## src/rtl/core/rss_sqrt.sv

```systemverilog
// ----------------------------------------------------------------------------
// rss_sqrt
// Truncating integer square root of a 64-bit value,
// two radicand bits per cycle.
// ----------------------------------------------------------------------------
module rss_sqrt (
	input  logic        clk,
	input  logic        arst_n,
	input  logic        start,
	input  logic [63:0] value,
	output logic        done,
	output logic [31:0] root
);

	logic        busy_q;
	logic        done_q;
	logic [4:0]  cnt_q;
	logic [63:0] x_q;
	logic [63:0] res_q;
	logic [63:0] bit_q;
	logic [63:0] trial;

	assign trial = res_q + bit_q;

	// control
	always_ff @(posedge clk or negedge arst_n) begin
		if (!arst_n) begin
			busy_q <= 1'b0;
			done_q <= 1'b0;
			cnt_q  <= '0;
		end else begin
			done_q <= 1'b0;
			if (start) begin
				busy_q <= 1'b1;
				cnt_q  <= '0;
			end else if (busy_q) begin
				cnt_q <= cnt_q + 1'b1;
				if (cnt_q == 5'd31) begin
					busy_q <= 1'b0;
					done_q <= 1'b1;
				end
			end
		end
	end

	// one root digit per cycle
	always_ff @(posedge clk) begin
		if (start) begin
			x_q   <= value;
			res_q <= '0;
			bit_q <= 64'h4000_0000_0000_0000;
		end else if (busy_q) begin
			if (x_q >= trial) begin
				x_q   <= x_q - trial;
				res_q <= (res_q >> 1) + bit_q;
			end else begin
				res_q <= res_q >> 1;
			end
			bit_q <= bit_q >> 2;
		end
	end

	assign done = done_q;
	assign root = res_q[31:0];

endmodule

```

## config.mk

```make
export PLATFORM = sky130hd
export DESIGN_NAME = rss_sqrt
export DESIGN_NICKNAME = d
export VERILOG_FILES = /design/src/rtl/core/rss_sqrt.sv
export SDC_FILE = /design/constraint.sdc
export NUM_CORES = 1
export LEC_CHECK = 0
export BUFFER_PORTS_ARGS = -buffer_cell sky130_fd_sc_hd__buf_2
export CAP_MARGIN = 40
export CORE_MARGIN = 5
export CORE_UTILIZATION = 59
export DETAILED_ROUTE_END_ITERATION = 8
export GPL_TIMING_DRIVEN = 0
export HOLD_SLACK_MARGIN = 0.15
export PLACE_DENSITY = 0.87
export REMOVE_ABC_BUFFERS = 1
export SYNTH_ARGS = -nofsm -noshare
export SYNTH_HDL_FRONTEND = slang
export SYNTH_SLANG_ARGS = --single-unit
```

## constraint.sdc

```tcl
create_clock -name clk -period 12.57 [get_ports clk]
set_input_delay 2.514 -clock clk [delete_from_list [all_inputs] [get_ports clk]]
set_output_delay 2.514 -clock clk [all_outputs]
set_load 0.02 [all_outputs]
```

Yosys cells after proc, flatten, opt, wreduce, memory -nomap -nowiden
Index checks and enable logic that the tools add are counted.
{"block": "word_totals", "reg_bits": 167, "latchBits": 0, "ram_bits": 0, "rom_bits": 0, "inputBits": 67, "output_inout_bits": 33, "elab_cells": 27, "memories": 0}
{"block": "op_classes", "add_sub_neg": 4, "multipliers": 0, "div_mod_pow": 0, "order_cmp": 1, "eq_ne": 1, "shift": 0, "mux": 12, "bitwise_logic": 0, "reduce_logical": 3}
{"cell": "$mux 64", "count": 4}
{"cell": "$add 63x63->64", "count": 1}
{"cell": "$add 64x63->64", "count": 1}
{"cell": "$ge 64x64->1", "count": 1}
{"cell": "$sub 64x64->64", "count": 1}
{"cell": "$mux 5", "count": 2}
{"cell": "$mux 1", "count": 6}
{"cell": "$add 5x1->5 const B", "count": 1}
{"cell": "$eq 5x5->1 const B", "count": 1}
{"cell": "$reduce_bool 2->1", "count": 2}
{"cell": "$reduce_and 2->1", "count": 1}

Depth between registers and ports, before layout
Gate-level depths: netlist of run 1.
{"block": "logic_depth", "word_depth": 5, "depth_mapped": 25, "mapped_depth_nobuf": 21}

Least setup slack after synthesis of run 1
Ideal clock, no wire load.
{"block": "synth_path", "path_kind": "register to register", "start": "register res_q[4]", "end": "register x_q[0], enable pin", "setup_time_ps": 574, "t_arrival_ps": 9065, "required_ps": 11996, "setup_slack_ps": 2931, "path_stages_with_launch": 22, "path_buffers": 4, "period_less_slack_ps": 9639, "path_cell_list": "dfxtp_1 -> ha_1 -> a21oi_1 -> or4b_1 -> a2111oi_2 -> o21ai_0 -> a211o_1 -> a31oi_1 -> o211a_1 -> o21ai_1 -> xor2_1 -> ha_1 -> clkbuf_1 -> nand4_1 -> nand3b_1 -> nand3b_1 -> nand3_1 -> clkbuf_1 -> nor2_2 -> buf_2 -> buf_2 -> o21ai_0"}
{"block": "synth_via", "elab_chain_cells": 4}
{"item": "from (decl)", "line": "19", "rtl": "logic [63:0] res_q;"}
{"item": "from (signal assigned)", "line": "55", "rtl": "res_q <= (res_q >> 1) + bit_q;"}
{"item": "from (signal assigned)", "line": "57", "rtl": "res_q <= res_q >> 1;"}
{"item": "$add 64x63->64", "line": "23", "rtl": "assign trial = res_q + bit_q;"}
{"item": "$ge 64x64->1", "line": "53", "rtl": "if (x_q >= trial) begin"}
{"item": "$reduce_bool 2->1 (no source line)"}
{"item": "$reduce_and 2->1 (no source line)"}
{"item": "to (signal assigned)", "line": "49", "rtl": "x_q <= value;"}
{"item": "to (signal assigned)", "line": "54", "rtl": "x_q <= x_q - trial;"}
{"item": "to (decl)", "line": "18", "rtl": "logic [63:0] x_q;"}
Every way passes these cells.
A chain may end at the register's enable or synchronous reset.

Worst setup path after layout of run 1
{"block": "layout_path", "start": "register res_q[2]", "end": "register x_q[4], enable pin"}
Same word-level chain as after synthesis.

==> key figures, run 1 <==
Cells and area
  • Antenna diodes: 0
  • Layout cells sized above 1: approximately 9%
  • Final core occ: 63.8%
  • Filler Cell Count: 2,311
  • Register area: 4020 um^2
  • Layout area overhead: 6.36%
  • Area of the multi-input gates: 11,200 um^2
  • Layout net count: 2,246

Worst setup path
  • Kind of end point of the critical path: flop
  • CP arrival: between 7 and 8 ns
  • R2R setup slack: 5.37 ns
  • Crit path to: x_q[4]$_DFFE_PP_
  • RR Startpoint: res_q[2]$_SDFFE_PP0P_
  • CP Launch Point: res_q[2]$_SDFFE_PP0P_
  • Worst reg2reg path depth: 19
  • Crit Path Category: reg2reg
  • Reg-to-Reg End: x_q[4]$_DFFE_PP_
  • CP required: 12.72 ns
  • Startpoint Class: flop
  • Crit path max fanout: 26

CTS
  • H-tree levels: 4
  • TritonCTS buffer count: 17
  • CTS tree: built
  • CTS max path bufs: 2
  • Post-cts sizing count: 0
  • Post-CTS Repair Setup Buffers: 0
  • Worst-path clk slew: ~0.070 ns
  • CTS Sinks: about 170
  • Hold buffer count at cts: 0
  • Insertion delay to the later sink of the worst-skew pair: ~0.46 ns
  • Root Buffer: clkbuf_16

Yosys
  • Register area share after synthesis: approximately 25%
  • Syn Std Cell Area: 16,200 um^2
  • Distinct cell type count of the synthesized netlist: 90
  • Post-synth EDFFs: 64
  • Post-Synthesis Cells: 2,072
  • Yosys reg bits: 167
  • Async S/R FF share, synth: 4.19%
  • Syn Area/Cell: 7.81 um^2
  • Yosys warning total: 0
  • Post-synth top flop: dfxtp_1

Timing
  • Setup violators final: 0
  • Fin. Hold Viols: 0
  • Hold WS: 0.533 ns
  • Worst-Margin Slew: between 0.9 and 1 ns
  • Fin crit share: a little under three fifths
  • Fmax: 139 MHz
  • Unrepaired setup endpoints after global routing: no
  • Minimum clock period: 7.20 ns
  • Layout Skew: approximately 0.026 ns
  • Pins over their slew limit: 0
  • Worst rel slew slack: 38.8%

Power and ir drop
  • Sequential power share: 24.2%
  • PwrDens: 222 nW/um^2
  • Leakage: 0.00691 uW
  • Clock Power Share: 14.1%
  • P_sw: 1870 uW
  • Int Pwr: between 1500 and 2000 uW
  • Logic pwr share: approximately three fifths
  • Maximum VDD drop: ~160 uV
  • Switching share of power: 49.1%

Global route
  • Initial antenna violation count: 1
  • Total gr overflow: 0
  • All-Layer GR Usage: between 20 and 30%
  • First-pass GRT wire length: 75,100 um
  • Vias in the first global route: roughly 15,000
  • Largest net degree at the start of global routing: roughly 130

Route
  • Routed vias: 15,977
  • ANT nets after route: 0
  • First-pass DRT Iterations: 6
  • DR iter-0 viols: 1,738
  • WL final: 46,900 um
  • Residual DRC: 0
  • DR WL/cell: 19.5 um
  • Via density: 6.66

Floorplan
  • FP Rows: 60
  • Die Area: 30,800 um^2
  • Initial Utilization: 60.0%
  • Die W: ~180 um
  • # IOs: 100
  • Die Y: 176 um
  • CORE AREA: about 27,000 um^2

Placed design
  • HPWL after detailed placement: 35,400 um
  • Number of port buffers: 99
  • Routability cong.: 0.946

Flow run
  • Max cap viols: 0

Run status
  • Status: complete, no violations

Worst hold path
  • HP Class: reg2reg
==> area by class of cell <==
class | instances | share of cell area (%)
Multi-Input combinational cell | 1696 | 65.3
Timing Repair Buffer | 109 | 4.33
Clock buffer | 18 | 2.49
Inverter | 55 | 1.20
Clock inverter | 14 | 0.858
Sequential cell | 167 | 23.4
Tap cell | 341 | 2.48
==> metrics by stage <==
step	cell area, um^2	power (uW)	TNS [ns]	worst slack, ns	instances
floorplan	15400	2600	0	2.30	1918
global placement	16300	3150	-203.22	-3.19	2358
detailed placement	16600	3210	0	5.54	2368
CTS	17200	3760	0	5.54	2400
global route	17200	4070	0	4.97	2400
finish	17200	3810	0	5.37	2400
==> synthesized netlist by cell type, types with 6 or more instances <==
cell,number,area share [%]
dfrtp_1,7,1.1
xor2_1,69,3.7
o31a_1,7,0.38
and2_1,15,0.58
o31ai_1,24,1.1
and3_1,19,0.73
buf_2,9,0.28
inv_1,54,1.3
buf_1,6,0.14
o21ai_0,197,6.1
a31o_2,15,0.81
a211oi_1,43,2.0
nand3_1,53,1.6
a31oi_1,59,2.3
or3_1,17,0.66
mux2_2,7,0.49
a41oi_1,8,0.43
dfxtp_1,96,12
nand4_1,52,2.0
nand2b_1,7,0.27
nor2_1,177,4.1
xnor2_1,72,3.9
buf_4,36,1.7
nand2_1,229,5.3
nor2b_1,11,0.43
o2111ai_1,6,0.32
ha_1,132,10
nand3b_1,6,0.28
a21boi_0,9,0.42
a21oi_1,123,3.8
a311oi_1,19,1.0
o21bai_1,28,1.3
edfxtp_1,64,12
clkbuf_1,99,2.3
o21ai_1,6,0.19
a221o_1,6,0.37
o211ai_1,12,0.56
a21o_1,49,2.3
mux2i_1,51,3.2
nor4_1,12,0.46
a221oi_1,17,0.92
nor3_1,37,1.1
o21a_1,15,0.70
==> worst min-delay path by stage <==
stage,depth (start not counted),slack [ns],startpoint,endpoint
global placement,2,0.49,res_q[0]$_SDFFE_PP0P_,res_q[0]$_SDFFE_PP0P_
detailed placement,2,0.52,cnt_q[4]$_DFFE_PN0P_,cnt_q[4]$_DFFE_PN0P_
global route,2,0.56,cnt_q[4]$_DFFE_PN0P_,cnt_q[4]$_DFFE_PN0P_
finish,2,0.53,cnt_q[4]$_DFFE_PN0P_,cnt_q[4]$_DFFE_PN0P_
floorplan,2,0.48,res_q[63]$_SDFFE_PP0P_,res_q[63]$_SDFFE_PP0P_
CTS,2,0.54,cnt_q[4]$_DFFE_PN0P_,cnt_q[4]$_DFFE_PN0P_
==> state kept, by name, summed over array words and instances (netlist names) <==
register	cells
cnt_q	5
done	1
x_q	64
bit_q	32
busy_q	1
res_q	64
==> layout by cell type (no fill, tap or decap), types with 19 or more instances in the layout <==
cell | Yosys | routed
a211oi_1 | 43 | 43
a21o_1 | 49 | 49
a21oi_1 | 123 | 123
a311oi_1 | 19 | 19
a31oi_1 | 59 | 59
and3_1 | 19 | 19
buf_2 | 9 | 98
dfxtp_1 | 96 | 96
edfxtp_1 | 64 | 64
ha_1 | 132 | 132
inv_1 | 54 | 54
mux2i_1 | 51 | 51
nand2_1 | 229 | 229
nand3_1 | 53 | 53
nand4_1 | 52 | 52
nor2_1 | 177 | 177
nor3_1 | 37 | 37
o21ai_0 | 197 | 196
o21bai_1 | 28 | 28
o31ai_1 | 24 | 24
xnor2_1 | 72 | 72
xor2_1 | 69 | 69
==> metal layers <==
layer | global-route usage, % | vias to the layer above | part of all wire (%)
li1 | - | 7658 | -
met1 | 40.4 | 7408 | 44
met2 | 47.2 | 799 | 45
met3 | 5.10 | 110 | 8.9
met4 | 9.03 | 2 | 2.6
met5 | 0 | - | 0.028
==> power by group through the flow <==
| stage | sequential, uW | clock (uW) | combinational, uW |
|---|---|---|---|
| 2_1_floorplan | 910 | 0 | 1690 |
| 3_3_place_gp | 947 | 0 | 2200 |
| 3_5_place_dp | 923 | 0 | 2290 |
| 4_1_cts | 916 | 541 | 2300 |
| 5_1_grt | 934 | 568 | 2570 |
| 6_report | 922 | 536 | 2350 |
==> cells by family after synthesis <==
logic type      Yosys count  synth area share (%)
compound gates          698                  28.4
xor+xnor                141                  7.63
fa+ha+maj               133                  10.3
buf+inv                 209                  5.92
flops                   167                  24.8
mux                      58                  3.64
simple gates            666                  19.2
==> critical path, stage by stage, from the launching register on <==
cell       delay, ns
dfxtp_1         0.43
ha_1            0.31
a31oi_1         0.37
a2111oi_0       0.25
o21ai_0         0.46
nand3_1         0.22
a41oi_1         0.59
nor3_1          0.21
o41ai_1         0.51
o21ai_0         0.19
xnor2_1         0.20
ha_1            0.46
nand4_1         0.22
nand3b_1        0.25
nand3b_1        0.27
a221oi_4        0.73
buf_8           0.24
nor2_4          0.09
o21ai_4         0.55
buf_12          0.28
No activity file was read; power rests on OpenSTA's default activity.
==> run 2: changes to the inputs <==
--- a/config.mk
+++ b/config.mk
@@ -8,7 +8,7 @@
 export BUFFER_PORTS_ARGS = -buffer_cell sky130_fd_sc_hd__buf_2
 export CAP_MARGIN = 40
 export CORE_MARGIN = 5
-export CORE_UTILIZATION = 59
+export CORE_UTILIZATION = 57
 export DETAILED_ROUTE_END_ITERATION = 8
 export GPL_TIMING_DRIVEN = 0
 export HOLD_SLACK_MARGIN = 0.15
==> constraint.sdc (replaced) <==
create_clock -name clk -period 5.8 [get_ports clk]
set_input_delay 1.16 -clock clk [delete_from_list [all_inputs] [get_ports clk]]
set_output_delay 1.16 -clock clk [all_outputs]
set_load 0.02 [all_outputs]
==> key figures, run 2 (synthesized netlist as in run 1, its figures left out) <==
Global route
  • Initial antenna violation count: 1 (unchanged)
  • Total gr overflow: 0 (unchanged)
  • All-Layer GR Usage: 29.4% (+0.048 points)
  • Global Route met3 Usage: 4.11% (-0.99 points)
  • Grt peak-use layer: met2
  • Grt met1 use: 41.0% (+0.59 points)
  • Largest net degree at the start of global routing: 136 (+7.1%)
  • Vias in the first global route: 15,017 (+0.28%)
  • First-pass GRT wire length: 76,700 um (+2.1%)
  • Met2 usage: 46.8% (-0.34 points)

CTS
  • H-tree levels: 4 (unchanged)
  • CTS tree: built
  • Insertion delay to the later sink of the worst-skew pair: 0.47 ns (about the same)
  • TritonCTS buffer count: 17 (unchanged)
  • CTS Sinks: 167 (unchanged)
  • Worst-path clk slew: 0.07 ns (about the same)
  • Root Buffer: clkbuf_16
  • CTS max path bufs: 2 (unchanged)

Cells and area
  • Final core occ: 64.4% (+0.54 points)
  • Antenna diodes: 0 (unchanged)
  • Layout net count: 2,279 (+1.5%)
  • Most frequent cells in the layout: nand2_1, o21ai_0, nor2_1
  • Regs by FF count: res_q (64), x_q (64), bit_q (32)
  • Layout cells sized above 1: 14.1% (+5.0 points)
  • Layout area overhead: 11.2%
  • Most common library cell in the layout ignoring fill and taps: nand2_1
  • Post-route insts no fill: 2,470 (+2.9%)

Worst setup path
  • CP arrival: 6.24 ns (-1.11 ns)
  • Startpoint Class: flop
  • Reg-to-Reg End: res_q[31]$_SDFFE_PP0P_
  • CP required: 6.13 ns (-6.59 ns)
  • CP Launch Point: res_q[6]$_SDFFE_PP0P_
  • Critical Path, Cell by Cell: ha_4 > nand4_1 > or4b_4 > a2111oi_4 > o21ai_2 > a211o_1 > a31oi_4 > o211a_1 > o21ai_2 > xor2_2 > ha_4 > nand4_1 > nand3b_1 > nand3b_1 > a221oi_4 > buf_8 > nor2_4 > buf_12 > or3_1 > a311oi_1
  • RR Startpoint: res_q[6]$_SDFFE_PP0P_
  • Crit path to: res_q[31]$_SDFFE_PP0P_
  • R2R setup slack: -0.11 ns (-5.48 ns)
  • Crit Path Category: reg2reg
  • Slowest cell on crit path: or4b_4
  • Kind of end point of the critical path: flop
  • Worst reg2reg path depth: 20 (+1)
  • Crit path max fanout: 18 (-31%)
  • Critical Path Max Stage Delay: 0.62 ns (-0.11 ns)

Timing
  • Layout Skew: 0.0274 ns (+0.000884 ns)
  • Worst-Margin Slew: 0.921 ns (+0.00343 ns)
  • Fin crit share: 102% (+45 points)
  • Pins over their slew limit: 0 (unchanged)
  • Fin. Hold Viols: 0 (unchanged)
  • Minimum clock period: 5.91 ns (-1.29 ns)
  • Final setup margin: -0.107 ns (-5.48 ns)
  • Worst rel slew slack: 38.5% (-0.30 points)
  • Fmax: 169 MHz (+22%)
  • Unrepaired setup endpoints after global routing: yes
  • Setup violators final: 1 (+1)
  • Sum Neg Setup Slack: -0.107 ns (-0.107 ns)

Route
  • Via density: 6.67 (+0.15%)
  • ANT nets after route: 0 (unchanged)
  • DR WL/cell: 20.2 um (+3.3%)
  • WL final: 49,900 um (+6.4%)
  • Routed vias: 16,467 (+3.1%)
  • DR iter-0 viols: 2,038 (+17%)
  • First-pass DRT Iterations: 5 (-1)
  • Residual DRC: 0 (unchanged)

Placed design
  • HPWL after detailed placement: 35,700 um (+0.91%)
  • Number of port buffers: 99 (unchanged)
  • Routability cong.: 0.949 (+0.31%)
  • Placed Instances: 2,404 (+1.5%)

Floorplan
  • Initial Utilization: 57.9% (-2.1 points)
  • Die W: 178 um (+1.6%)
  • CORE AREA: 27,900 um^2 (+3.6%)
  • Die Area: 31,800 um^2 (+3.3%)
  • # IOs: 100 (unchanged)
  • FP Rows: 61 (+1.7%)
  • Die Y: 178 um (+1.6%)

Power and ir drop
  • Leakage: 0.00713 uW (+3.2%)
  • PwrDens: 482 nW/um^2 (+120%)
  • Maximum VDD drop: 257 uV (+65%)

Run status
  • Failing checks: negative setup slack
  • Status: finished with violations

Worst hold path
  • HP Class: in2async

Flow run
  • Max cap viols: 0 (unchanged)
## run 2: cell count changes in the layout (fill, tap and decap cells not counted), moves of 6 or more
cell / before / now
buf_4: 0 / 30
ha_1: 132 / 114
dfxtp_1: 96 / 84
ha_4: 0 / 10
dfxtp_2: 0 / 9
ha_2: 0 / 8
o21ai_0: 196 / 190
## run 2: critical path: cells and delay by family, from the launching register on
family                   cells  cell delay [ns]
adder cells (fa/ha/maj)      2             0.61
flip-flops                   1             0.38
AND/OR/NAND/NOR              7             1.89
XOR/XNOR                     1             0.23
buffers and inverters        2             0.36
AO/OA/AOI/OAI                8             2.29
## run 2: through the flow
stage	total power [uW]	cell area [um^2]	hold slack, ns	setup WS, ns
3_5_place_dp	6940	16600	0.511	-1.38
2_1_floorplan	5630	15400	0.477	-4.47
4_1_cts	8280	17500	0.525	0.00172
6_report	8670	18000	0.527	-0.107
3_3_place_gp	6780	16400	0.491	-9.74
5_1_grt	9230	18000	0.528	-0.155
## run 2: where the power goes
group | leakage, uW | internal, uW | total, uW | switching, uW
logic | 0.00529 | 2150 | 5460 | 3310
clock network | 0.000294 | 604 | 1190 | 586
registers | 0.00154 | 1690 | 2020 | 335
total | 0.00713 | 4440 | 8670 | 4230
## run 2: timing repair
action,CTS,global route
setup endpoints to repair,142,144
hold buffers,0,0
cloned,0,3
gates resized for setup,31,67
hold endpoints to repair,0,0
setup buffers,10,21
pin swaps,7,26
## run 2: layout make-up
| cell class | instances | area [um^2] |
|---|---|---|
| Clock buffer | 19 | 454 |
| Clock inverter | 13 | 144 |
| Fill cell | 2379 | 9950 |
| Inverter | 55 | 206 |
| Multi-Input combinational cell | 1696 | 11700 |
| Sequential cell | 167 | 4050 |
| Tap cell | 378 | 473 |
| Timing Repair Buffer | 142 | 997 |
## run 2: per-layer routing
metal	vias to the layer above	routed length, um
met3	144	4520
met5	-	13
met1	7723	21300
li1	7728	-
met2	870	22200
met4	2	1870
## run 2: how the worst min path moves through the flow
stage,from,endpoint,slack (ns),depth (start not counted)
floorplan,res_q[63]$_SDFFE_PP0P_,res_q[63]$_SDFFE_PP0P_,0.48,2
global placement,res_q[0]$_SDFFE_PP0P_,res_q[0]$_SDFFE_PP0P_,0.49,2
detailed placement,bit_q[62]$_SDFFE_PP1P_,bit_q[62]$_SDFFE_PP1P_,0.51,1
CTS,arst_n,cnt_q[1]$_DFFE_PN0P_,0.53,1
global route,arst_n,cnt_q[1]$_DFFE_PN0P_,0.53,1
finish,arst_n,cnt_q[1]$_DFFE_PN0P_,0.53,1
