### config.mk
export PLATFORM = sky130hd
export DESIGN_NAME = rss_div
export DESIGN_NICKNAME = d
export VERILOG_FILES = /design/src/rtl/core/rss_pkg.sv /design/src/rtl/core/rss_div.sv
export SDC_FILE = /design/constraint.sdc
export NUM_CORES = 1
export LEC_CHECK = 0
export ABC_AREA = 1
export ABC_CLOCK_PERIOD_IN_PS = 5300
export BUFFER_PORTS_ARGS = -buffer_cell sky130_fd_sc_hd__clkbuf_2
export CORE_ASPECT_RATIO = 0.75
export CORE_MARGIN = 3
export CORE_UTILIZATION = 50
export DETAILED_ROUTE_END_ITERATION = 6
export GPL_TIMING_DRIVEN = 0
export PLACE_DENSITY = 0.73
export SLEW_MARGIN = 20
export SYNTH_ARGS = -nofsm -noshare
export SYNTH_HDL_FRONTEND = slang
export SYNTH_SLANG_ARGS = --single-unit
### constraint.sdc
create_clock -name clk -period 5.3 [get_ports clk]
set_input_delay 0.265 -clock clk [delete_from_list [all_inputs] [get_ports clk]]
set_output_delay 0.265 -clock clk [all_outputs]
set_load 0.01 [all_outputs]
### src/rtl/core/rss_pkg.sv
// ----------------------------------------------------------------------------
// rss_pkg
// Shared types and constants of the return series statistics block: request
// structs of both channels, divider request and response, status codes.
// ----------------------------------------------------------------------------
package rss_pkg;

	// fixed point layout
	localparam int FRAC_BITS   = 24;
	localparam int EQ_W        = 48;
	localparam int DD_BITS     = 24;
	localparam int FACTOR_W    = 24;
	localparam logic [FACTOR_W-1:0] FACTOR_RESET = 24'd1040351;
	localparam logic [EQ_W-1:0] EQ_ONE = 48'h0001_0000_0000;

	// shared divider geometry
	localparam int DVD_W  = 80;
	localparam int DEN_W  = 48;
	localparam int STEP_W = 7;

	// status codes
	localparam logic [1:0] STAT_OK       = 2'd0;
	localparam logic [1:0] STAT_NONPOS   = 2'd1;
	localparam logic [1:0] STAT_OVERFLOW = 2'd2;
	localparam logic [1:0] STAT_TOO_MANY = 2'd3;

	typedef struct packed {
		logic signed [31:0] period_ret;
		logic               last;
	} ret_item_t;

	typedef struct packed {
		logic signed [31:0] equity_gain;
		logic [30:0]        volatility;
		logic signed [31:0] sharpe;
		logic [24:0]        max_drawdown;
		logic [12:0]        sample_count;
		logic [1:0]         status;
	} res_item_t;

	typedef struct packed {
		logic              start;
		logic [DEN_W-1:0]  rem_init;
		logic [DVD_W-1:0]  dividend;
		logic [DEN_W-1:0]  divisor;
		logic [STEP_W-1:0] steps;
	} div_req_t;

	typedef struct packed {
		logic             done;
		logic [DVD_W-1:0] quo;
		logic             rem_nz;
	} div_rsp_t;

endpackage

### src/rtl/core/rss_div.sv
// ----------------------------------------------------------------------------
// rss_div
// Shared restoring divider, one quotient bit per cycle. The dividend is
// consumed from its top bit; the partial remainder starts at rem_init.
// ----------------------------------------------------------------------------
module rss_div (
	input  logic              clk,
	input  logic              arst_n,
	input  rss_pkg::div_req_t req,
	output rss_pkg::div_rsp_t rsp
);

	logic                            busy_q;
	logic                            done_q;
	logic [rss_pkg::STEP_W-1:0]      left_q;
	logic [rss_pkg::DEN_W-1:0]       rem_q;
	logic [rss_pkg::DVD_W-1:0]       dvd_q;
	logic [rss_pkg::DVD_W-1:0]       quo_q;
	logic [rss_pkg::DEN_W-1:0]       den_q;
	logic [rss_pkg::DEN_W:0]         rem_sh;
	logic                            ge;
	logic [rss_pkg::DEN_W-1:0]       rem_nx;

	// one trial subtraction
	always_comb begin
		rem_sh = {rem_q, dvd_q[rss_pkg::DVD_W-1]};
		ge     = rem_sh >= {1'b0, den_q};
		rem_nx = ge ? rss_pkg::DEN_W'(rem_sh - {1'b0, den_q}) : rem_sh[rss_pkg::DEN_W-1:0];
	end

	// step control
	always_ff @(posedge clk or negedge arst_n) begin
		if (!arst_n) begin
			busy_q <= 1'b0;
			done_q <= 1'b0;
			left_q <= '0;
		end else begin
			done_q <= 1'b0;
			if (req.start) begin
				busy_q <= 1'b1;
				left_q <= req.steps;
			end else if (busy_q) begin
				left_q <= left_q - 1'b1;
				if (left_q == rss_pkg::STEP_W'(1)) begin
					busy_q <= 1'b0;
					done_q <= 1'b1;
				end
			end
		end
	end

	// datapath
	always_ff @(posedge clk) begin
		if (req.start) begin
			rem_q <= req.rem_init;
			dvd_q <= req.dividend;
			den_q <= req.divisor;
			quo_q <= '0;
		end else if (busy_q) begin
			rem_q <= rem_nx;
			dvd_q <= {dvd_q[rss_pkg::DVD_W-2:0], 1'b0};
			quo_q <= {quo_q[rss_pkg::DVD_W-2:0], ge};
		end
	end

	assign rsp.done   = done_q;
	assign rsp.quo    = quo_q;
	assign rsp.rem_nz = rem_q != '0;

endmodule

Word level (Yosys, flattened, before mapping)
Cells that the tools add are included.
{"block": "op_classes", "eq_ne": 1, "reduce_logical": 2, "addsub": 2, "muxes": 13, "order_cmp": 1}
{"op": "80-bit 2-to-1 mux", "count": 2}
{"op": "48-bit 2-to-1 mux", "count": 3}
{"op": "49-bit by 48-bit greater-or-equal comparator with 1-bit output", "count": 1}
{"op": "48-bit nonzero test", "count": 1}
{"op": "48-bit subtractor", "count": 1}
{"op": "7-bit 2-to-1 mux", "count": 2}
{"op": "7-bit by 1-bit equality test with 1-bit output (second input constant)", "count": 1}
{"op": "7-bit by 1-bit subtractor with 7-bit output (second input constant)", "count": 1}
{"op": "1-bit 2-to-1 mux", "count": 6}
{"op": "2-bit nonzero test", "count": 1}
{"block": "word_totals", "regBits": 265, "inputBits": 186, "word_cells": 26}

Depth between registers and ports, before layout
Gate-level depths: netlist (run 1).
{"block": "depth", "ltp_word": 4, "ltp_mapped": 17, "mapped_depth_nobuf": 16}

Worst setup path after synthesis (run 1)
Ideal clock, no wire load.
{"block": "synth_timing", "path_kind": "register to register", "from": "reg busy_q", "to": "reg dvd_q[0] in the netlist's numbering, enable pin", "stages_incl_launch_ff": 4, "path_slack_ns": 0.564, "synth_period_minus_slack_ns": 4.736, "setup_time_ns": 0.543, "arrival_ns": 4.193, "n_path_buf": 1, "required_ns": 4.757, "cell_sequence": "dfrtp_1 -> nor2_1 -> inv_1 -> clkbuf_1"}
{"block": "synth_between", "elab_chain_cells": 1}
{"element": "start: declaration", "line_no": "rss_div.sv:13", "source": "logic busy_q;"}
{"element": "start signal: assignment", "line_no": "rss_div.sv:34", "source": "busy_q <= 1'b0;"}
{"element": "start signal: assignment", "line_no": "rss_div.sv:40", "source": "busy_q <= 1'b1;"}
{"element": "start signal: assignment", "line_no": "rss_div.sv:45", "source": "busy_q <= 1'b0;"}
{"element": "2-bit nonzero test (no source line)"}
{"element": "end signal: assignment", "line_no": "rss_div.sv:56", "source": "dvd_q <= req.dividend;"}
{"element": "end signal: assignment", "line_no": "rss_div.sv:61", "source": "dvd_q <= {dvd_q[rss_pkg::DVD_W-2:0], 1'b0};"}
{"element": "end: declaration", "line_no": "rss_div.sv:17", "source": "logic [rss_pkg::DVD_W-1:0] dvd_q;"}
No other way between the ends.
A chain may end at the register's enable or synchronous reset.

==> results.yml, run 1 <==
grt:
  grt_pass1_wl_um: 81250
  antenna_found_initial: 2
  grt_max_degree: 53
  grt_pass1_vias: 14930
  gr-total-overflow: 0
  gr-usage-all-layers_pct: 31.24
power:
  powerDensity_mw_per_mm2: 443.7
  ir_worst_vdd_mv: 0.3027
  total_leakage_power_nw: 9.966
  finalPower_mw: 8.734
final_layout:
  drive_gt1_share_pct: 14.38
  multi_input_area_mm2: 0.006173
  mostFrequentLayoutCell: "nand2_1"
  syn_to_final_growth_pct: 29.68
  seqCellArea_mm2: 0.007112
  num-fill-cells: 2460
  fin_nets: 2742
  layout_common_cells: "773 x nand2_1, 402 x inv_1, 269 x clkbuf_2"
worst_setup_path:
  path_max_fanout: 2
  cp.arrival_ns: 2.75
  crit_type: "reg -> out"
  critPathRequiredTime_ns: 5.04
  r2r_end: "rem_q[36]"
  worstSetupEndpointType: "output port"
  rr_worst_depth: 14
  reg2reg_slack_ns: 2.29
  timing.rr.start: "rem_q[29]"
  startpoint_type: "flop"
detailed_routing:
  ant_nets: 0
  wirelength_um: 52050
  drcViolationCount: 0
  avgViaCountPerCell: 5.245
  first_pass_iters: 5
  wl_per_cell_um: 17.83
  drtIter0Drc: 1307
  num_vias: 15310
clock_tree:
  clkLatencyLatePin_ns: 0.57
  clkTransAtPathRegs_ns: 0.07
  clock_sink_count: 265
  cts_buffers: 26
  clockRootBuffer: "clkbuf_16"
  ctsResizeCount: 0
  cts_tree: "built"
  cts_buffer_depth: 3
  htree_num_levels: 1
placement:
  gp_congestion: 1.005
  place.port_buffers: 267
  place.detailed.hpwl_um: 36230
logic_synthesis:
  seq_area_frac_synth_pct: 46.86
  syn-num-nets: 2268
  synthCells: 2031
  syn_avg_cell_area_um2: 7.473
  synth_area_mm2: 0.01518
  ys_seq_elements: 265
  yosys_warnings: 0
  synth.distinct_cells: 43
timing:
  setup_viol_count_final: 0
  finalHoldViolCount: 0
  rsz0062_at_grt: "no"
  worst_pin_slew_ns: 0.9801
  post-route-period-util_pct: 56.94
  setup_tns_ns: 0
  fmaxAchievable_mhz: 331.4
  max_slew_margin_pct: 34.06
  final_max_slew_viol_count: 0
  fin_crit_ns: 3.018
  skew_ns: 0.01613
floorplanning:
  core_area_mm2: 0.02946
  rows: 54
  ioPinCount: 268
  die_area_mm2: 0.03251
  die_x_um: 207.2
  dieHeight_um: 156.9
  start_util_pct: 51.52
worst_hold_path:
  min_delay_path_depth: 3
  hold_end: "rem_q[24]"
  min_path_type: "in -> reg"
  min_from: "req[159]"
run_status:
  status: "completed"
run:
  cap_violations: 0
==> repair_timing <==
action	CTS	global route
setup buffers	0	0
endpoints found under the hold margin	185	0
hold buffers	177	0
==> power by group <==
part | total (mW) | internal [mW] | switching (mW)
combinational | 4.11 | 1.39 | 2.71
sequential | 2.76 | 2.58 | 0.185
clock | 1.87 | 1.02 | 0.843
total | 8.73 | 4.99 | 3.74
==> synth_stat cells, drive strengths merged <==
master,instances,area share [%]
a21o,1,0.049
a21oi,26,0.93
a22oi,1,0.049
and2,2,0.082
buf,21,1.0
clkbuf,47,1.2
clkinv,1,0.025
dfrtp,9,1.5
dfxtp,80,11
edfxtp,176,35
fa,1,0.13
ha,50,4.1
inv,414,10
nand2,780,19
nand3,122,4.1
nand3b,1,0.049
nand4,71,2.9
nor2,88,2.5
nor3,13,0.53
nor4,7,0.33
o211ai,1,0.049
o21a,2,0.099
o21ai,2,0.066
o21bai,3,0.15
o221ai,4,0.23
o22ai,78,3.2
o311ai,1,0.058
or2,1,0.041
xnor2,22,1.3
xor2,6,0.35
==> per-layer routing <==
layer,vias up,share of wire [%],GRT usage (%)
met5,-,0,0
met4,0,2.3,7.332
met3,90,9.3,6.396
met2,743,44,49.54
met1,7130,45,44.59
li1,7346,-,-
==> how the worst max path moves through the flow <==
stage          startpoint         to  slack (ns)  cells past startpoint
2_1_floorplan      busy_q   dvd_q[0]        0.56                      3
3_3_place_gp     req[183]  dvd_q[20]       -2.37                      4
3_5_place_dp     req[183]  dvd_q[30]        2.39                      6
4_1_cts         rem_q[29]  rem_q[36]        2.36                     14
5_1_grt         den_q[27]   rem_q[8]        2.18                     15
6_report        rem_q[18]     rsp[0]        2.28                      5
==> worst max-delay path, stage by stage (launching register included) <==
cell,delay [ns]
edfxtp_1,0.40
inv_1,0.20
nand4_1,0.30
nor4_1,0.89
nand4_1,0.21
clkbuf_2,0.19
==> state kept, by name, indices dropped and copies added, names as in the netlist <==
| signal | count |
|---|---|
| busy_q | 1 |
| quo_q | 80 |
| dvd_q | 80 |
| den_q | 48 |
| left_q | 7 |
| done_q | 1 |
| rem_q | 48 |
==> per-stage QoR <==
stage | hold WS (ns) | area, um2 | worst slack (ns) | utilization, % | instances
2_1_floorplan | -0.03059 | 15180 | 0.5636 | - | 2031
3_3_place_gp | 0.1409 | 17010 | -2.366 | 57.73 | 2690
3_5_place_dp | 0.1378 | 17060 | 2.386 | 57.91 | 2692
4_1_cts | 0.003169 | 19680 | 2.362 | 66.80 | 2917
5_1_grt | 0.02253 | 19680 | 2.185 | 66.82 | 2919
6_report | 0.02617 | 19680 | 2.282 | 66.82 | 2919
==> layout make-up <==
type / count / area share [%]
clock inverter: 7 / 0.3369
buffer: 68 / 1.723
multi-input combinational: 1283 / 31.36
sequential: 265 / 36.13
timing repair buffer: 446 / 16.04
inverter: 415 / 7.914
antenna: 2 / 0.02543
clock buffer: 41 / 3.973
tap: 392 / 2.492
==> cell families (layout without fill, tap and decap cells) <==
family	Yosys count	in the layout	synth area share, %
xor gates and xnor gates	28	28	1.616
DFF	265	265	46.86
and+or+nand+nor	1085	1085	29.91
adders and majority gates	51	51	4.254
other	0	2	0
buffers and inverters	483	977	12.47
AOI/OAI and AO/OA	119	119	4.897
Power figures use the tool's default switching activity.
==> inputs of run 2 (changes only) <==
--- a/config.mk
+++ b/config.mk
@@ -6,7 +6,7 @@
 export NUM_CORES = 1
 export LEC_CHECK = 0
 export ABC_AREA = 1
-export ABC_CLOCK_PERIOD_IN_PS = 5300
+export ABC_CLOCK_PERIOD_IN_PS = 3100
 export BUFFER_PORTS_ARGS = -buffer_cell sky130_fd_sc_hd__clkbuf_2
 export CORE_ASPECT_RATIO = 0.75
 export CORE_MARGIN = 3
==> constraint.sdc (replaced) <==
create_clock -name clk -period 3.1 [get_ports clk]
set_input_delay 0.155 -clock clk [delete_from_list [all_inputs] [get_ports clk]]
set_output_delay 0.155 -clock clk [all_outputs]
set_load 0.01 [all_outputs]
==> results.yml, run 2 (synthesis gave the netlist of run 1 again) <==
timing:
  max_slew_margin_pct: 28.87
  finalHoldViolCount: 0
  post-route-period-util_pct: 96.32
  fin_crit_ns: 2.986
  final_max_slew_viol_count: 0
  worst_pin_slew_ns: 1.057
  worst_hold_slack_ns: 0.01329
  fin_ws_ns: 0.1140
  setup_viol_count_final: 0
  rsz0062_at_grt: "no"
  fmaxAchievable_mhz: 334.9
  setup_tns_ns: 0
  skew_ns: 0.02141
worst_setup_path:
  crit_path_frequent_cell: "nand4_1"
  crit_family: "simple AND/OR/NAND/NOR gates"
  crit_path_cell_trace: "inv_1 -> nand4_1 -> nor4_1 -> nand4_1 -> clkbuf_2"
  cp.arrival_ns: 2.83
  cp_num_buf_inv: 2
  worstSetupEndpointType: "output port"
  crit_type: "reg -> out"
  crit_slowest_cell: "nor4_1"
  path_max_fanout: 2
  crit_path_max_incr_delay_ns: 0.94
  startpoint_type: "flop"
  critPathRequiredTime_ns: 2.94
floorplanning:
  die_x_um: 207.2
  die_area_mm2: 0.03251
  rows: 54
  start_util_pct: 51.52
  ioPinCount: 268
  core_area_mm2: 0.02946
  dieHeight_um: 156.9
grt:
  antenna_found_initial: 5
  grt_pass1_wl_um: 79810
  grt_max_degree: 74
  gr-usage-all-layers_pct: 30.74
  grt_pass1_vias: 14980
  gr-total-overflow: 0
final_layout:
  drive_gt1_share_pct: 14.46
  fin_nets: 2748
  postLayoutCoreUtil_pct: 67.35
  largestRegisters: "dvd_q (80), quo_q (80)"
  stdcell_count: 2926
  layout_common_cells: "772 x nand2_1, 402 x inv_1, 267 x clkbuf_2"
  design_area_mm2: 0.01984
  mostFrequentLayoutCell: "nand2_1"
  syn_to_final_growth_pct: 30.72
detailed_routing:
  wirelength_um: 51120
  drtIter0Drc: 1368
  avgViaCountPerCell: 5.236
  drcViolationCount: 0
  num_vias: 15320
  ant_nets: 0
  first_pass_iters: 6
  wl_per_cell_um: 17.47
placement:
  place.port_buffers: 267
  post-place-ws_ns: 0.1861
  place.detailed.hpwl_um: 36470
  dp.cells: 2691
  place_area_mm2: 0.01705
  gp_congestion: 1.031
clock_tree:
  clkTransAtPathRegs_ns: 0.06
  clock_sink_count: 265
  post-cts-setup-buffer-count: 0
  clkLatencyLatePin_ns: 0.57
  htree_num_levels: 1
  clockRootBuffer: "clkbuf_16"
  cts_tree: "built"
  cts_buffers: 26
  cts_buffer_depth: 3
power:
  total_leakage_power_nw: 10.03
  ir_worst_vdd_mv: 0.3993
  powerDensity_mw_per_mm2: 766.1
  finalPower_mw: 15.20
run_status:
  status: "completed"
run:
  cap_violations: 0
worst_hold_path:
  min_path_type: "in -> async"
==> run 2: worst paths after layout <==
kind / startpoint / to / slack (ns) / cells after the start
worst max-delay path: rem_q[18] / rsp[0] / 0.11 / 5
worst min-delay path: arst_n / left_q[2] / 0.01 / 2
worst max register to register: rem_q[6] / rem_q[46] / 0.15 / 14
worst min register to register: quo_q[79] / quo_q[79] / 0.47 / 2
max in group asynchronous: arst_n / left_q[5] / 2.87 / 2
min in group clk: req[41] / den_q[34] / 0.30 / 2
==> run 2: cell type report <==
class | instances | area [um2]
fill | 2404 | 9617
tap | 392 | 490.5
clock inverter | 15 | 200.2
clock buffer | 33 | 738.2
sequential | 265 | 7112
inverter | 415 | 1558
buffer | 68 | 346.6
timing repair buffer | 452 | 3208
antenna | 3 | 7.507
multi-input combinational | 1283 | 6181
==> run 2: per-layer routing <==
layer	vias up	wire length, um	track usage [%]	part of all wire (%)
met5	-	25	0	0.049
met3	112	4748	6.535	9.3
met4	4	1241	7.171	2.4
met1	7108	22730	43.35	44
met2	734	22370	49.22	44
li1	7362	-	-	-
==> run 2: worst register-to-register path, delay by kind of cell (launching register included) <==
| kind | cells | cell delay [ns] |
|---|---|---|
| fa+ha+maj | 1 | 0.40 |
| buf+inv | 3 | 0.64 |
| flops | 1 | 0.43 |
| simple gates | 10 | 1.23 |
==> run 2: power breakdown <==
| part | internal, mW | switching (mW) | total, mW |
|---|---|---|---|
| Combinational | 2.39 | 4.64 | 7.03 |
| Sequential | 4.41 | 0.318 | 4.73 |
| Clock | 2.03 | 1.41 | 3.44 |
| Total | 8.83 | 6.37 | 15.2 |
==> run 2: what timing repair did <==
item / in CTS / in global routing
hold buffers: 184 / 0
gates resized for setup: 0 / 3
hold endpoints to repair: 192 / 0
setup endpoints to repair: 0 / 3
==> inputs of run 3 (changes only) <==
--- a/config.mk
+++ b/config.mk
@@ -9,12 +9,11 @@
 export ABC_CLOCK_PERIOD_IN_PS = 3100
 export BUFFER_PORTS_ARGS = -buffer_cell sky130_fd_sc_hd__clkbuf_2
 export CORE_ASPECT_RATIO = 0.75
-export CORE_MARGIN = 3
+export CORE_MARGIN = 1.5
 export CORE_UTILIZATION = 50
 export DETAILED_ROUTE_END_ITERATION = 6
 export GPL_TIMING_DRIVEN = 0
 export PLACE_DENSITY = 0.73
-export SLEW_MARGIN = 20
 export SYNTH_ARGS = -nofsm -noshare
 export SYNTH_HDL_FRONTEND = slang
 export SYNTH_SLANG_ARGS = --single-unit
==> results.yml, run 3 (synthesis gave the netlist of run 1 again) <==
final_layout:
  drive_gt1_share_pct: 14.22
  multi_input_area_mm2: 0.006178
  largestRegisters: "dvd_q (80), quo_q (80)"
  fin_nets: 2749
  num-fill-cells: 2535
  stdcell_count: 2936
  seqCellArea_mm2: 0.007112
  layout_common_cells: "773 x nand2_1, 402 x inv_1, 268 x clkbuf_2"
  syn_to_final_growth_pct: 30.01
  design_area_mm2: 0.01973
  postLayoutCoreUtil_pct: 65.77
  mostFrequentLayoutCell: "nand2_1"
worst_setup_path:
  startpoint_type: "flop"
  crit_path_frequent_cell: "nand2_1"
  path_max_fanout: 10
  crit_path_cell_trace: "ha_1 -> nand2_1 -> nor2_4 -> inv_2 -> nor2_2 -> nand2_1 -> nand2_1 -> a21oi_4 -> nand3_2 -> buf_2 -> nand3_1 -> nand3_1 -> nand2_1"
  reg2reg_slack_ns: 0.10
  crit_path_max_incr_delay_ns: 0.48
  critPathRequiredTime_ns: 3.43
  cp.arrival_ns: 3.32
  crit_slowest_cell: "ha_1"
  crit_type: "reg -> reg"
  worstSetupEndpointType: "flop"
floorplanning:
  core_area_mm2: 0.03000
  ioPinCount: 268
  die_area_mm2: 0.03142
  die_x_um: 204.2
  rows: 55
  start_util_pct: 50.59
  dieHeight_um: 153.9
clock_tree:
  post-cts-setup-buffer-count: 0
  clockRootBuffer: "clkbuf_16"
  clkTransAtPathRegs_ns: 0.07
  clkLatencyLatePin_ns: 0.57
  cts_buffers: 26
  clock_sink_count: 265
  cts_buffer_depth: 3
  htree_num_levels: 1
  cts_tree: "built"
power:
  total_leakage_power_nw: 9.972
  ir_worst_vdd_mv: 0.5551
  powerDensity_mw_per_mm2: 755.6
detailed_routing:
  ant_nets: 0
  drtIter0Drc: 1372
  num_vias: 15300
  wirelength_um: 52410
  wl_per_cell_um: 17.85
  drcViolationCount: 0
  first_pass_iters: 5
  avgViaCountPerCell: 5.212
timing:
  post-route-period-util_pct: 96.62
  skew_ns: 0.01433
  max_slew_margin_pct: 39.57
  worst_pin_slew_ns: 0.8982
  finalHoldViolCount: 0
  fin_crit_ns: 2.995
  rsz0062_at_grt: "no"
  final_max_slew_viol_count: 0
  fmaxAchievable_mhz: 333.9
  setup_viol_count_final: 0
grt:
  gr-usage-all-layers_pct: 33.11
  grt_max_degree: 101
  grt_pass1_vias: 14770
  gr-total-overflow: 0
  grt_pass1_wl_um: 80320
  antenna_found_initial: 5
worst_hold_path:
  min_path_type: "in -> reg"
placement:
  place.detailed.hpwl_um: 36900
  gp_congestion: 0.9695
  dp.cells: 2698
  place_area_mm2: 0.01705
  place.port_buffers: 267
run:
  cap_violations: 0
run_status:
  status: "completed"
[run 3: changes by cell type in the layout (fill, tap and decap cells not counted), sizes merged]
cell         before  now
buf              21   20
dlygate4sd3     184  185
clkbuf          348  352
clkinvlp          2    0
clkinv            9   12
bufinv            4    0
diode             3    5
[run 3: power breakdown]
part | internal, mW | switching, mW
logic | 2.40 | 4.72
clock network | 1.63 | 1.43
registers | 4.41 | 0.321
total | 8.44 | 6.47
[run 3: repair_timing]
item	4_1_cts	5_1_grt
resized for setup	0	4
setup endpoints to repair	0	14
hold buffers	185	0
hold endpoints to repair	192	0
[run 3: cell type report]
class	instances	area share, %
clock buffers	36	3.640
flip-flops and latches	265	36.04
repair buffers	453	16.31
clock inverters	12	0.4375
inverters	415	7.894
plain buffers	68	1.775
multi-input cells	1283	31.31
well taps	399	2.530
diodes	5	0.06341
[run 3: through the flow]
| stage | hold slack (ns) | setup WS (ns) | total power [mW] | TNS [ns] |
|---|---|---|---|---|
| after floorplan | -0.1406 | 0.3974 | 9.421 | 0 |
| after global placement | 0.02877 | -1.613 | 11.36 | -218.68 |
| after detailed placement | 0.02682 | -0.06647 | 11.46 | -0.2977 |
| after CTS | 0.2812 | 0.1251 | 14.69 | 0 |
| after global routing | 0.2179 | 0.02849 | 15.85 | 0 |
| final | 0.1886 | 0.1049 | 14.91 | 0 |
[run 3: layer usage]
layer | up-vias | routed length, um | track usage, %
met4 | 0 | 1171 | 8.298
met2 | 752 | 23110 | 51.32
met3 | 85 | 5062 | 6.486
met5 | - | 0 | 0
li1 | 7383 | - | -
met1 | 7081 | 23060 | 47.55
[run 3: final timing paths]
path / from / endpoint / cells past startpoint
worst max-delay path: rem_q[28] / rem_q[46] / 13
worst min-delay path: req[183] / den_q[39] / 1
worst max register to register: rem_q[28] / rem_q[46] / 13
worst min register to register: quo_q[10] / quo_q[11] / 2
max in group asynchronous: arst_n / busy_q / 3
min in group asynchronous: arst_n / left_q[3] / 3
[run 3: worst max-delay path, delay by kind of cell (launching register included)]
family                   cells  cell delay [ns]
buffers and inverters        2             0.40
AND/OR/NAND/NOR              9             1.35
flip-flops                   1             0.39
AO/OA/AOI/OAI                1             0.13
adder cells (fa/ha/maj)      1             0.48
